### config.mk
export PLATFORM = sky130hd
export DESIGN_NAME = i2c_master_register_word_access_flat
export DESIGN_NICKNAME = d
export VERILOG_FILES = /design/src/sv/i2cm_pkg.sv /design/src/sv/i2cm_ifs.sv /design/src/sv/i2c_master_register_word_access.sv /design/src/sv/i2cm_cfg.sv /design/src/sv/i2cm_seq.sv /design/src/flat_wrapper.sv
export SDC_FILE = /design/constraint.sdc
export NUM_CORES = 1
export LEC_CHECK = 0
export BUFFER_PORTS_ARGS = -buffer_cell sky130_fd_sc_hd__buf_2
export CELL_PAD_IN_SITES_DETAIL_PLACEMENT = 1
export CELL_PAD_IN_SITES_GLOBAL_PLACEMENT = 1
export CORE_ASPECT_RATIO = 1.1
export CORE_UTILIZATION = 36
export CTS_CLUSTER_SIZE = 40
export DETAILED_ROUTE_END_ITERATION = 7
export GPL_TIMING_DRIVEN = 0
export PLACE_DENSITY_LB_ADDON = 0.1
export SLEW_MARGIN = 15
export SYNTH_ARGS = -nofsm -noshare
export SYNTH_HDL_FRONTEND = slang
export SYNTH_SLANG_ARGS = --single-unit
export TNS_END_PERCENT = 10
### constraint.sdc
create_clock -name clk -period 2.3 [get_ports clk]
set_input_delay 0.69 -clock clk [delete_from_list [all_inputs] [get_ports clk]]
set_output_delay 0.69 -clock clk [all_outputs]
set_load 0.03 [all_outputs]
### src/sv/i2cm_pkg.sv
// Shared types, codes and reset values of the I2C register word access master.
`default_nettype none
package i2cm_pkg;

	localparam int ACK_POLLS_DEFAULT = 10;

	localparam int CFG_INDEX_W = 2;
	localparam int CFG_DATA_W  = 16;

	typedef enum logic [CFG_INDEX_W-1:0] {
		REG_TARGET_ADDRESS    = 2'd0,
		REG_HALF_PERIOD_TICKS = 2'd1,
		REG_RETRY_LIMIT       = 2'd2,
		REG_RETRY_WAIT_TICKS  = 2'd3
	} reg_index_t;

	typedef enum logic [1:0] {
		ACT_TICK  = 2'd0,
		ACT_WRITE = 2'd1,
		ACT_READ  = 2'd2,
		ACT_PROBE = 2'd3
	} action_t;

	localparam logic [1:0] STATUS_OK        = 2'd0;
	localparam logic [1:0] STATUS_ADDR_FAIL = 2'd1;
	localparam logic [1:0] STATUS_DATA_NACK = 2'd2;

	localparam logic [6:0]  TARGET_ADDRESS_RST    = 7'd0;
	localparam logic [7:0]  HALF_PERIOD_TICKS_RST = 8'd30;
	localparam logic [2:0]  RETRY_LIMIT_RST       = 3'd3;
	localparam logic [15:0] RETRY_WAIT_TICKS_RST  = 16'd1000;

	localparam logic [15:0] LOW_BYTE_MASK  = 16'h00FF;
	localparam logic [15:0] HIGH_BYTE_MASK = 16'hFF00;

	typedef struct packed {
		logic [6:0]  target_address;
		logic [7:0]  half_period_ticks;
		logic [2:0]  retry_limit;
		logic [15:0] retry_wait_ticks;
	} cfg_t;

	typedef struct packed {
		logic [1:0]  action;
		logic [7:0]  reg_addr;
		logic [15:0] write_data;
		logic        sda_in;
		logic        scl_in;
	} cmd_t;

	typedef struct packed {
		logic        scl_pull_low;
		logic        sda_pull_low;
		logic        busy_res;
		logic        done_res;
		logic [1:0]  status;
		logic [15:0] read_data;
	} res_t;

endpackage
`default_nettype wire

### src/sv/i2cm_ifs.sv
// Command and result channel interfaces of the I2C register word access master.
`default_nettype none
interface i2cm_cmd_if;
	logic        valid;
	logic        ready;
	logic [1:0]  action;
	logic [7:0]  reg_addr;
	logic [15:0] write_data;
	logic        sda_in;
	logic        scl_in;

	modport source (output valid, action, reg_addr, write_data, sda_in, scl_in, input ready);
	modport sink (input valid, action, reg_addr, write_data, sda_in, scl_in, output ready);
endinterface

interface i2cm_res_if;
	logic        valid;
	logic        ready;
	logic        scl_pull_low;
	logic        sda_pull_low;
	logic        busy_res;
	logic        done_res;
	logic [1:0]  status;
	logic [15:0] read_data;

	modport source (output valid, scl_pull_low, sda_pull_low, busy_res, done_res, status,
		read_data, input ready);
	modport sink (input valid, scl_pull_low, sda_pull_low, busy_res, done_res, status,
		read_data, output ready);
endinterface
`default_nettype wire

### src/sv/i2c_master_register_word_access.sv
// Top level of the I2C register word access master.
`default_nettype none
// Open-drain I2C master for 16-bit register writes, reads and address probes. Every command
// transaction is one bus tick and yields exactly one result transaction with the line drives,
// busy, done, status and last read word. One transaction is taken per clock cycle while the
// result side keeps up. The input register captures a command when it is taken, and the
// sequencer state register, which doubles as the result register, updates from it once the
// result side can advance, so the result is offered from then on. Configuration writes
// belong in idle periods only.
module i2c_master_register_word_access #(
	parameter int ACK_POLLS = i2cm_pkg::ACK_POLLS_DEFAULT
) (
	input  wire logic                              clk,
	input  wire logic                              arst_n,
	input  wire logic                              cfg_we,
	input  wire logic [i2cm_pkg::CFG_INDEX_W-1:0] cfg_index,
	input  wire logic [i2cm_pkg::CFG_DATA_W-1:0]  cfg_data,
	i2cm_cmd_if.sink                               cmd,
	i2cm_res_if.source                             res
);

	i2cm_pkg::cfg_t cfg;
	i2cm_pkg::cmd_t cmd_s1;
	i2cm_pkg::res_t res_s2;
	logic           valid_s1;
	logic           valid_s2;
	logic           advance;
	logic           step;

	assign advance   = !valid_s2 || res.ready;
	assign step      = valid_s1 && advance;
	assign cmd.ready = !valid_s1 || advance;

	always_ff @(posedge clk or negedge arst_n) begin
		if (!arst_n) begin
			valid_s1 <= 1'b0;
			valid_s2 <= 1'b0;
		end else begin
			if (cmd.valid && cmd.ready) begin
				valid_s1 <= 1'b1;
			end else if (advance) begin
				valid_s1 <= 1'b0;
			end
			if (step) begin
				valid_s2 <= 1'b1;
			end else if (res.ready) begin
				valid_s2 <= 1'b0;
			end
		end
	end

	always_ff @(posedge clk) begin
		if (cmd.valid && cmd.ready) begin
			cmd_s1.action     <= cmd.action;
			cmd_s1.reg_addr   <= cmd.reg_addr;
			cmd_s1.write_data <= cmd.write_data;
			cmd_s1.sda_in     <= cmd.sda_in;
			cmd_s1.scl_in     <= cmd.scl_in;
		end
	end

	i2cm_cfg u_cfg (
		.clk       (clk),
		.arst_n    (arst_n),
		.cfg_we    (cfg_we),
		.cfg_index (cfg_index),
		.cfg_data  (cfg_data),
		.cfg       (cfg)
	);

	i2cm_seq #(
		.ACK_POLLS (ACK_POLLS)
	) u_seq (
		.clk    (clk),
		.arst_n (arst_n),
		.step   (step),
		.cmd    (cmd_s1),
		.cfg    (cfg),
		.res    (res_s2)
	);

	assign res.valid        = valid_s2;
	assign res.scl_pull_low = res_s2.scl_pull_low;
	assign res.sda_pull_low = res_s2.sda_pull_low;
	assign res.busy_res     = res_s2.busy_res;
	assign res.done_res     = res_s2.done_res;
	assign res.status       = res_s2.status;
	assign res.read_data    = res_s2.read_data;

	// A finished transaction never reports itself as still busy.
	assert property (@(posedge clk) disable iff (!arst_n)
		(valid_s2 && res_s2.done_res) |-> !res_s2.busy_res)
		else $error("done reported while busy");

	// Status always holds one of the defined codes.
	assert property (@(posedge clk) disable iff (!arst_n)
		valid_s2 |-> ((res_s2.status == i2cm_pkg::STATUS_OK)
			|| (res_s2.status == i2cm_pkg::STATUS_ADDR_FAIL)
			|| (res_s2.status == i2cm_pkg::STATUS_DATA_NACK)))
		else $error("undefined status code");

	// The command side stalls only when both stages are full and the result is stalled.
	assert property (@(posedge clk) disable iff (!arst_n)
		!cmd.ready |-> (valid_s1 && valid_s2 && !res.ready))
		else $error("command side stalled without cause");

	// A stalled result keeps the sequencer frozen.
	assert property (@(posedge clk) disable iff (!arst_n)
		(valid_s2 && !res.ready) |=> $stable(res_s2))
		else $error("sequencer state moved under a stalled result");

endmodule
`default_nettype wire

### src/sv/i2cm_cfg.sv
// Configuration register bank of the I2C register word access master.
`default_nettype none
module i2cm_cfg (
	input  wire logic                              clk,
	input  wire logic                              arst_n,
	input  wire logic                              cfg_we,
	input  wire logic [i2cm_pkg::CFG_INDEX_W-1:0] cfg_index,
	input  wire logic [i2cm_pkg::CFG_DATA_W-1:0]  cfg_data,
	output i2cm_pkg::cfg_t                         cfg
);

	i2cm_pkg::cfg_t cfg_q;

	always_ff @(posedge clk or negedge arst_n) begin
		if (!arst_n) begin
			cfg_q.target_address    <= i2cm_pkg::TARGET_ADDRESS_RST;
			cfg_q.half_period_ticks <= i2cm_pkg::HALF_PERIOD_TICKS_RST;
			cfg_q.retry_limit       <= i2cm_pkg::RETRY_LIMIT_RST;
			cfg_q.retry_wait_ticks  <= i2cm_pkg::RETRY_WAIT_TICKS_RST;
		end else if (cfg_we) begin
			unique case (i2cm_pkg::reg_index_t'(cfg_index))
				i2cm_pkg::REG_TARGET_ADDRESS:    cfg_q.target_address    <= cfg_data[6:0];
				i2cm_pkg::REG_HALF_PERIOD_TICKS: cfg_q.half_period_ticks <= cfg_data[7:0];
				i2cm_pkg::REG_RETRY_LIMIT:       cfg_q.retry_limit       <= cfg_data[2:0];
				i2cm_pkg::REG_RETRY_WAIT_TICKS:  cfg_q.retry_wait_ticks  <= cfg_data;
				default: ;
			endcase
		end
	end

	assign cfg = cfg_q;

endmodule
`default_nettype wire

### src/sv/i2cm_seq.sv
// Bus sequencer: advances the I2C transaction state by one tick per step.
`default_nettype none
module i2cm_seq #(
	parameter int ACK_POLLS = i2cm_pkg::ACK_POLLS_DEFAULT
) (
	input  wire logic      clk,
	input  wire logic      arst_n,
	input  wire logic      step,
	input  wire i2cm_pkg::cmd_t cmd,
	input  wire i2cm_pkg::cfg_t cfg,
	output i2cm_pkg::res_t res
);

	localparam int PW = $clog2(ACK_POLLS + 1);

	typedef enum logic [4:0] {
		PH_IDLE, PH_ST0, PH_ST1, PH_ST2, PH_ST3,
		PH_TX0, PH_TX1, PH_TX2, PH_TX3, PH_ACK, PH_TX4, PH_TX5, PH_TX6,
		PH_RX0, PH_RX1, PH_RX2, PH_RX3, PH_RX4, PH_RX5,
		PH_SP0, PH_SP1, PH_SP2, PH_SP3, PH_RETRY
	} phase_t;

	phase_t      phase_q, phase_n;
	logic [1:0]  op_kind_q, op_kind_n;
	logic [15:0] delay_q, delay_n;
	logic [2:0]  bit_q, bit_n;
	logic [1:0]  byte_q, byte_n;
	logic [7:0]  shift_q, shift_n;
	logic [PW-1:0] polls_q, polls_n;
	logic [2:0]  attempts_q, attempts_n;
	logic [7:0]  reg_q, reg_n;
	logic [15:0] word_q, word_n;
	logic [15:0] rx_q, rx_n;
	logic        addr_stage_q, addr_stage_n;
	logic        dir_read_q, dir_read_n;
	logic        retry_stop_q, retry_stop_n;
	logic        ack_ok_q, ack_ok_n;
	logic        done_q, done_n;
	logic [1:0]  status_q, status_n;
	logic        scl_low_q, scl_low_n;
	logic        sda_low_q, sda_low_n;

	logic [15:0] half_ticks;
	logic [1:0]  byte_inc;

	assign half_ticks = {8'd0, cfg.half_period_ticks};
	assign byte_inc   = byte_q + 2'd1;

	always_comb begin
		phase_n      = phase_q;
		op_kind_n    = op_kind_q;
		delay_n      = delay_q;
		bit_n        = bit_q;
		byte_n       = byte_q;
		shift_n      = shift_q;
		polls_n      = polls_q;
		attempts_n   = attempts_q;
		reg_n        = reg_q;
		word_n       = word_q;
		rx_n         = rx_q;
		addr_stage_n = addr_stage_q;
		dir_read_n   = dir_read_q;
		retry_stop_n = retry_stop_q;
		ack_ok_n     = ack_ok_q;
		done_n       = 1'b0;
		status_n     = status_q;
		scl_low_n    = scl_low_q;
		sda_low_n    = sda_low_q;

		if (delay_q != 16'd0) begin
			delay_n = delay_q - 16'd1;
		end else if (phase_q == PH_IDLE) begin
			if (cmd.action != i2cm_pkg::ACT_TICK) begin
				op_kind_n    = cmd.action;
				reg_n        = cmd.reg_addr;
				word_n       = cmd.write_data;
				byte_n       = 2'd0;
				bit_n        = 3'd0;
				dir_read_n   = 1'b0;
				addr_stage_n = 1'b1;
				if (cfg.retry_limit == 3'd0) begin
					phase_n  = PH_IDLE;
					delay_n  = 16'd0;
					status_n = i2cm_pkg::STATUS_ADDR_FAIL;
					done_n   = 1'b1;
				end else begin
					attempts_n = cfg.retry_limit;
					phase_n    = PH_ST0;
				end
			end
		end else begin
			unique case (phase_q)
				PH_ST0: begin
					attempts_n = attempts_q - 3'd1;
					sda_low_n  = 1'b0;
					delay_n    = half_ticks;
					phase_n    = PH_ST1;
				end
				PH_ST1: begin
					scl_low_n = 1'b0;
					delay_n   = half_ticks;
					phase_n   = PH_ST2;
				end
				PH_ST2: begin
					if (!cmd.sda_in || !cmd.scl_in) begin
						retry_stop_n = 1'b1;
						phase_n      = PH_SP0;
					end else begin
						sda_low_n = 1'b1;
						delay_n   = half_ticks;
						phase_n   = PH_ST3;
					end
				end
				PH_ST3: begin
					scl_low_n = 1'b1;
					delay_n   = half_ticks;
					shift_n   = {cfg.target_address, dir_read_q};
					bit_n     = 3'd0;
					phase_n   = PH_TX0;
				end
				PH_TX0: begin
					sda_low_n = !shift_q[7];
					delay_n   = half_ticks;
					phase_n   = PH_TX1;
				end
				PH_TX1: begin
					scl_low_n = 1'b0;
					shift_n   = {shift_q[6:0], 1'b0};
					delay_n   = half_ticks;
					phase_n   = PH_TX2;
				end
				PH_TX2: begin
					scl_low_n = 1'b1;
					if (bit_q == 3'd7) begin
						bit_n   = 3'd0;
						phase_n = PH_TX3;
					end else begin
						bit_n   = bit_q + 3'd1;
						phase_n = PH_TX0;
					end
				end
				PH_TX3: begin
					sda_low_n = 1'b0;
					delay_n   = half_ticks;
					polls_n   = PW'(ACK_POLLS);
					phase_n   = PH_ACK;
				end
				PH_ACK: begin
					if (!cmd.sda_in) begin
						ack_ok_n = 1'b1;
						phase_n  = PH_TX4;
					end else if (polls_q == '0) begin
						ack_ok_n = 1'b0;
						phase_n  = PH_TX4;
					end else begin
						polls_n = polls_q - PW'(1);
						delay_n = half_ticks;
					end
				end
				PH_TX4: begin
					scl_low_n = 1'b0;
					delay_n   = half_ticks;
					phase_n   = PH_TX5;
				end
				PH_TX5: begin
					scl_low_n = 1'b1;
					delay_n   = half_ticks;
					phase_n   = PH_TX6;
				end
				PH_TX6: begin
					sda_low_n = 1'b1;
					if (addr_stage_q) begin
						if (!ack_ok_q) begin
							retry_stop_n = 1'b1;
							phase_n      = PH_SP0;
						end else begin
							addr_stage_n = 1'b0;
							if (op_kind_q == i2cm_pkg::ACT_PROBE) begin
								retry_stop_n = 1'b0;
								phase_n      = PH_SP0;
							end else if (dir_read_q) begin
								byte_n  = 2'd0;
								bit_n   = 3'd0;
								shift_n = 8'd0;
								phase_n = PH_RX0;
							end else begin
								byte_n  = 2'd0;
								shift_n = reg_q;
								bit_n   = 3'd0;
								phase_n = PH_TX0;
							end
						end
					end else if (!ack_ok_q) begin
						phase_n  = PH_IDLE;
						delay_n  = 16'd0;
						status_n = i2cm_pkg::STATUS_DATA_NACK;
						done_n   = 1'b1;
					end else begin
						byte_n = byte_inc;
						if (op_kind_q == i2cm_pkg::ACT_READ) begin
							dir_read_n   = 1'b1;
							addr_stage_n = 1'b1;
							if (cfg.retry_limit == 3'd0) begin
								phase_n  = PH_IDLE;
								delay_n  = 16'd0;
								status_n = i2cm_pkg::STATUS_ADDR_FAIL;
								done_n   = 1'b1;
							end else begin
								attempts_n = cfg.retry_limit;
								phase_n    = PH_ST0;
							end
						end else if (byte_inc == 2'd1) begin
							shift_n = word_q[7:0] & i2cm_pkg::LOW_BYTE_MASK[7:0];
							bit_n   = 3'd0;
							phase_n = PH_TX0;
						end else if (byte_inc == 2'd2) begin
							shift_n = 8'((word_q & i2cm_pkg::HIGH_BYTE_MASK) >> 8);
							bit_n   = 3'd0;
							phase_n = PH_TX0;
						end else begin
							retry_stop_n = 1'b0;
							phase_n      = PH_SP0;
						end
					end
				end
				PH_RX0: begin
					sda_low_n = 1'b0;
					delay_n   = half_ticks;
					phase_n   = PH_RX1;
				end
				PH_RX1: begin
					scl_low_n = 1'b0;
					delay_n   = half_ticks;
					phase_n   = PH_RX2;
				end
				PH_RX2: begin
					shift_n   = {shift_q[6:0], cmd.sda_in};
					scl_low_n = 1'b1;
					delay_n   = half_ticks;
					if (bit_q == 3'd7) begin
						bit_n   = 3'd0;
						phase_n = PH_RX3;
					end else begin
						bit_n   = bit_q + 3'd1;
						phase_n = PH_RX0;
					end
				end
				PH_RX3: begin
					sda_low_n = (byte_q == 2'd0);
					delay_n   = half_ticks;
					phase_n   = PH_RX4;
				end
				PH_RX4: begin
					scl_low_n = 1'b0;
					delay_n   = half_ticks;
					phase_n   = PH_RX5;
				end
				PH_RX5: begin
					scl_low_n = 1'b1;
					if (byte_q == 2'd0) begin
						word_n  = {8'd0, shift_q};
						byte_n  = 2'd1;
						bit_n   = 3'd0;
						shift_n = 8'd0;
						phase_n = PH_RX0;
					end else begin
						rx_n         = {shift_q, word_q[7:0]};
						retry_stop_n = 1'b0;
						phase_n      = PH_SP0;
					end
				end
				PH_SP0: begin
					scl_low_n = 1'b1;
					delay_n   = half_ticks;
					phase_n   = PH_SP1;
				end
				PH_SP1: begin
					sda_low_n = 1'b1;
					delay_n   = half_ticks;
					phase_n   = PH_SP2;
				end
				PH_SP2: begin
					scl_low_n = 1'b0;
					delay_n   = half_ticks;
					phase_n   = PH_SP3;
				end
				PH_SP3: begin
					sda_low_n = 1'b0;
					if (retry_stop_q) begin
						delay_n = cfg.retry_wait_ticks;
						phase_n = PH_RETRY;
					end else begin
						phase_n  = PH_IDLE;
						delay_n  = 16'd0;
						status_n = i2cm_pkg::STATUS_OK;
						done_n   = 1'b1;
					end
				end
				PH_RETRY: begin
					if (attempts_q == 3'd0) begin
						phase_n  = PH_IDLE;
						delay_n  = 16'd0;
						status_n = i2cm_pkg::STATUS_ADDR_FAIL;
						done_n   = 1'b1;
					end else begin
						phase_n = PH_ST0;
					end
				end
				default: phase_n = PH_IDLE;
			endcase
		end
	end

	always_ff @(posedge clk or negedge arst_n) begin
		if (!arst_n) begin
			phase_q      <= PH_IDLE;
			op_kind_q    <= 2'd0;
			delay_q      <= 16'd0;
			bit_q        <= 3'd0;
			byte_q       <= 2'd0;
			shift_q      <= 8'd0;
			polls_q      <= '0;
			attempts_q   <= 3'd0;
			reg_q        <= 8'd0;
			word_q       <= 16'd0;
			rx_q         <= 16'd0;
			addr_stage_q <= 1'b0;
			dir_read_q   <= 1'b0;
			retry_stop_q <= 1'b0;
			ack_ok_q     <= 1'b0;
			done_q       <= 1'b0;
			status_q     <= i2cm_pkg::STATUS_OK;
			scl_low_q    <= 1'b0;
			sda_low_q    <= 1'b0;
		end else if (step) begin
			phase_q      <= phase_n;
			op_kind_q    <= op_kind_n;
			delay_q      <= delay_n;
			bit_q        <= bit_n;
			byte_q       <= byte_n;
			shift_q      <= shift_n;
			polls_q      <= polls_n;
			attempts_q   <= attempts_n;
			reg_q        <= reg_n;
			word_q       <= word_n;
			rx_q         <= rx_n;
			addr_stage_q <= addr_stage_n;
			dir_read_q   <= dir_read_n;
			retry_stop_q <= retry_stop_n;
			ack_ok_q     <= ack_ok_n;
			done_q       <= done_n;
			status_q     <= status_n;
			scl_low_q    <= scl_low_n;
			sda_low_q    <= sda_low_n;
		end
	end

	assign res.scl_pull_low = scl_low_q;
	assign res.sda_pull_low = sda_low_q;
	assign res.busy_res     = (phase_q != PH_IDLE);
	assign res.done_res     = done_q;
	assign res.status       = status_q;
	assign res.read_data    = rx_q;

endmodule
`default_nettype wire
### src/flat_wrapper.sv
// flat-port wrapper written by rule: the top's interface ports become plain ports
module i2c_master_register_word_access_flat 
#(
	parameter int ACK_POLLS = i2cm_pkg::ACK_POLLS_DEFAULT
)
  (clk, arst_n, cfg_we, cfg_index, cfg_data, cmd_valid, cmd_action, cmd_reg_addr, cmd_write_data, cmd_sda_in, cmd_scl_in, cmd_ready, res_valid, res_scl_pull_low, res_sda_pull_low, res_busy_res, res_done_res, res_status, res_read_data, res_ready);
  i2cm_cmd_if cmd_i ();
  i2cm_res_if res_i ();
  input  wire logic clk;
  input  wire logic arst_n;
  input  wire logic cfg_we;
  input  wire logic [i2cm_pkg::CFG_INDEX_W-1:0] cfg_index;
  input  wire logic [i2cm_pkg::CFG_DATA_W-1:0] cfg_data;
  input wire logic [$bits(cmd_i.valid)-1:0] cmd_valid;
  input wire logic [$bits(cmd_i.action)-1:0] cmd_action;
  input wire logic [$bits(cmd_i.reg_addr)-1:0] cmd_reg_addr;
  input wire logic [$bits(cmd_i.write_data)-1:0] cmd_write_data;
  input wire logic [$bits(cmd_i.sda_in)-1:0] cmd_sda_in;
  input wire logic [$bits(cmd_i.scl_in)-1:0] cmd_scl_in;
  output wire logic [$bits(cmd_i.ready)-1:0] cmd_ready;
  output wire logic [$bits(res_i.valid)-1:0] res_valid;
  output wire logic [$bits(res_i.scl_pull_low)-1:0] res_scl_pull_low;
  output wire logic [$bits(res_i.sda_pull_low)-1:0] res_sda_pull_low;
  output wire logic [$bits(res_i.busy_res)-1:0] res_busy_res;
  output wire logic [$bits(res_i.done_res)-1:0] res_done_res;
  output wire logic [$bits(res_i.status)-1:0] res_status;
  output wire logic [$bits(res_i.read_data)-1:0] res_read_data;
  input wire logic [$bits(res_i.ready)-1:0] res_ready;
  assign cmd_i.valid = cmd_valid;
  assign cmd_i.action = cmd_action;
  assign cmd_i.reg_addr = cmd_reg_addr;
  assign cmd_i.write_data = cmd_write_data;
  assign cmd_i.sda_in = cmd_sda_in;
  assign cmd_i.scl_in = cmd_scl_in;
  assign cmd_ready = cmd_i.ready;
  assign res_valid = res_i.valid;
  assign res_scl_pull_low = res_i.scl_pull_low;
  assign res_sda_pull_low = res_i.sda_pull_low;
  assign res_busy_res = res_i.busy_res;
  assign res_done_res = res_i.done_res;
  assign res_status = res_i.status;
  assign res_read_data = res_i.read_data;
  assign res_i.ready = res_ready;
  i2c_master_register_word_access #(.ACK_POLLS(ACK_POLLS)) u_core (.clk(clk), .arst_n(arst_n), .cfg_we(cfg_we), .cfg_index(cfg_index), .cfg_data(cfg_data), .cmd(cmd_i), .res(res_i));
endmodule
==> flow_summary.ini <==
[run_status]
status = complete, but fails checks
violations = negative setup slack

[sta]
worst_pin_slew_ps = 1060
finalHoldViolations = 0
max_freq_ghz = 0.412
slew_headroom_pct = 29.1
hold_slack_ps = 194
drv_slew = 0
final-setup-viol-count = 2
rsz0062_at_grt = yes
period_share_pct = 105
setup-tns-final_ps = -129
timing.final.ws_setup_ps = -124
period_needed_ps = 2420
final.setup_skew_ps = 12.4

[layout]
drive_gt1_share_pct = 36.9
postLayoutCoreUtil_pct = 47.2
final_area_mm2 = 0.0101
area_delta_synth_final_pct = 27.3
layout_common_cells = dfrtp_1 (108), buf_2 (74), nand2_1 (56), mux2_2 (51), nor2_1 (48)
n_antenna_cell = 0
fillers = 2369
layout_commonest_cell = dfrtp_1
stdcell_count = 1171
nets = 929

[logic_synthesis]
synthXorXnorAreaFrac_pct = 0.110
yosys.area_share.simple_pct = 16.6
syn_nets = 801
synthAdderAreaFrac_pct = 1.57
synth_compound_area_share_pct = 15.7
synth_flop_cell = dfrtp_1
synth-edff-count = 28
synth.cell_area_mm2 = 0.00798
synth_top_family_by_area = simple AND/OR/NAND/NOR gates
synth.distinct_cells = 74
syn_avg_cell_area_um2 = 10.8
syn_inst = 740
async_reset_ff_share_pct = 82.1
synth_mux_area_share_pct = 11.5
synth-seq-cells = 156
ys_warn_count = 0
ys_seq_area_share_pct = 50.9

[die]
core_mm2 = 0.0215
start_util_pct = 37.1
placementRows = 56
io_pins = 75
die_h_um = 158
fp.dieW_um = 144
die-area_mm2 = 0.0228

[critical_path]
reg2reg_from = u_core.u_seq.delay_q[9]
r2r_slack_ps = 0
path_class = flip-flop to output port
rr_endpoint = u_core.u_seq.reg_q[1]
reg2regPathDepth = 7
worstSetupEndpointType = output port
crit_required_ps = 1610
crit_path_max_fanout = 2
critPathArrivalTime_ps = 1730
start_kind = flip-flop

[power_and_ir_drop]
p_leak_nw = 4.32
peakVddDrop_mv = 0.453
cellPowerDensity_mw_per_mm2 = 842
finalPower_mw = 8.54

[placed_design]
dp_slack_ps = -723
placed_cell_area_mm2 = 0.00876
gp_congestion = 0.885
dp_hpwl_um = 18300
dp.cells = 1105
io_buffers = 74

[cts]
insertion_delay_ps = 430
cts_tree = yes
clockBufferDepth = 2
cts-root-buf = clkbuf_16
path_clk_slew_ps = 70
clock-sinks = 156
htree_levels = 4
cts_made_buffers = 17
ctsHoldBuffers = 0

[global_route]
grt_overflow_total = 0
antenna_found_initial = 0
grt_pass1_wl_um = 40700
grt_pass1_vias = 6955
grt_max_degree = 78
grt_usage_pct = 23.9

[min_path]
hold_class = input pin to async pin

[drt]
ant_nets = 0
drt-pass1-iter-count = 5
routed_wl_um = 25600
drt_iter0_drc = 398
wire_per_inst_um = 21.9
vias = 6602
drc = 0
via_per_inst = 5.64

[flow_run]
cap_violations = 0
==> worst max path at each step <==
stage / start / endpoint / slack, ps / depth (start not counted)
6_report: u_core.u_seq.phase_q[1] / res_busy_res / -120 / 5
5_1_grt: u_core.u_seq.phase_q[1] / res_busy_res / -170 / 5
4_1_cts: u_core.u_seq.phase_q[1] / res_busy_res / -150 / 5
3_5_place_dp: res_ready / u_core.u_seq.rx_q[13] / -720 / 8
3_3_place_gp: arst_n / u_core.u_seq.rx_q[4] / -1240 / 1
2_1_floorplan: u_core.u_seq.delay_q[7] / u_core.u_seq.op_kind_q[0] / -10 / 8
==> state kept, by name, indices dropped and copies added, names as in the netlist, 2 cells and up <==
name                     cells
u_core.u_seq.byte_q          2
u_core.u_cfg.cfg            34
u_core.u_seq.phase_q         5
u_core.u_seq.op_kind_q       2
u_core.cmd_s1               28
u_core.u_seq.polls_q         4
u_core.u_seq.attempts_q      3
u_core.u_seq.delay_q        16
u_core.u_seq.shift_q         8
u_core.u_seq.status_q        2
u_core.u_seq.word_q         16
u_core.u_seq.reg_q           8
u_core.u_seq.rx_q           16
u_core.u_seq.bit_q           3
==> timing repair <==
action	CTS	global route
gates resized for setup	101	55
setup buffers	22	16
cloned	1	0
setup endpoints to repair	92	84
pin swaps	15	12
==> critical path: stages (launching register included) <==
cell	delay, ps
dfrtp_2	410
or3_4	410
nor2_4	150
inv_4	70
clkbuf_16	150
buf_8	130
==> cell usage after synthesis, types with 13 or more instances <==
cell type,n,area [um^2]
a21oi_1,28,140
a22oi_1,13,97.6
a31oi_1,13,81.3
clkbuf_1,18,67.6
dfrtp_1,116,2900
edfxtp_1,28,841
inv_1,18,67.6
mux2_2,72,811
nand2_1,60,225
nand2b_1,13,81.3
nand3_1,22,110
nor2_1,52,195
nor3_1,21,105
o21ai_0,49,245
==> layout make-up <==
class                   instances  area (um^2)  area share, %
plain buffers                  35          302           2.97
clock buffers                  20          458           4.51
clock inverters                12          124           1.22
inverters                      20         77.6          0.764
multi-input cells             524         4000           39.4
flip-flops and latches        156         4070           40.1
well taps                     290          363           3.57
repair buffers                114          756           7.45
==> power breakdown <==
part | switching (mW) | total [mW] | internal [mW]
Clock | 1.28 | 2.86 | 1.59
Sequential | 0.347 | 3.51 | 3.16
Combinational | 1.27 | 2.17 | 0.899
Total | 2.89 | 8.54 | 5.65
==> routing by layer <==
layer  routed length [um]  part of all wire (%)  global-route usage (%)
met5                    0                     0                       0
met4                  539                   2.1                    7.70
met1                11100                    43                    30.5
met2                13000                    51                    41.2
met3                  970                   3.8                    3.78
==> kinds of logic after synthesis <==
| kind of cell | Yosys count |
|---|---|
| multiplexers | 83 |
| AND/OR/NAND/NOR | 245 |
| XOR/XNOR | 1 |
| buffers and inverters | 60 |
| AO/OA/AOI/OAI | 185 |
| adder cells (fa/ha/maj) | 10 |
| flip-flops | 156 |
No activity file was read; power rests on OpenSTA's default activity.
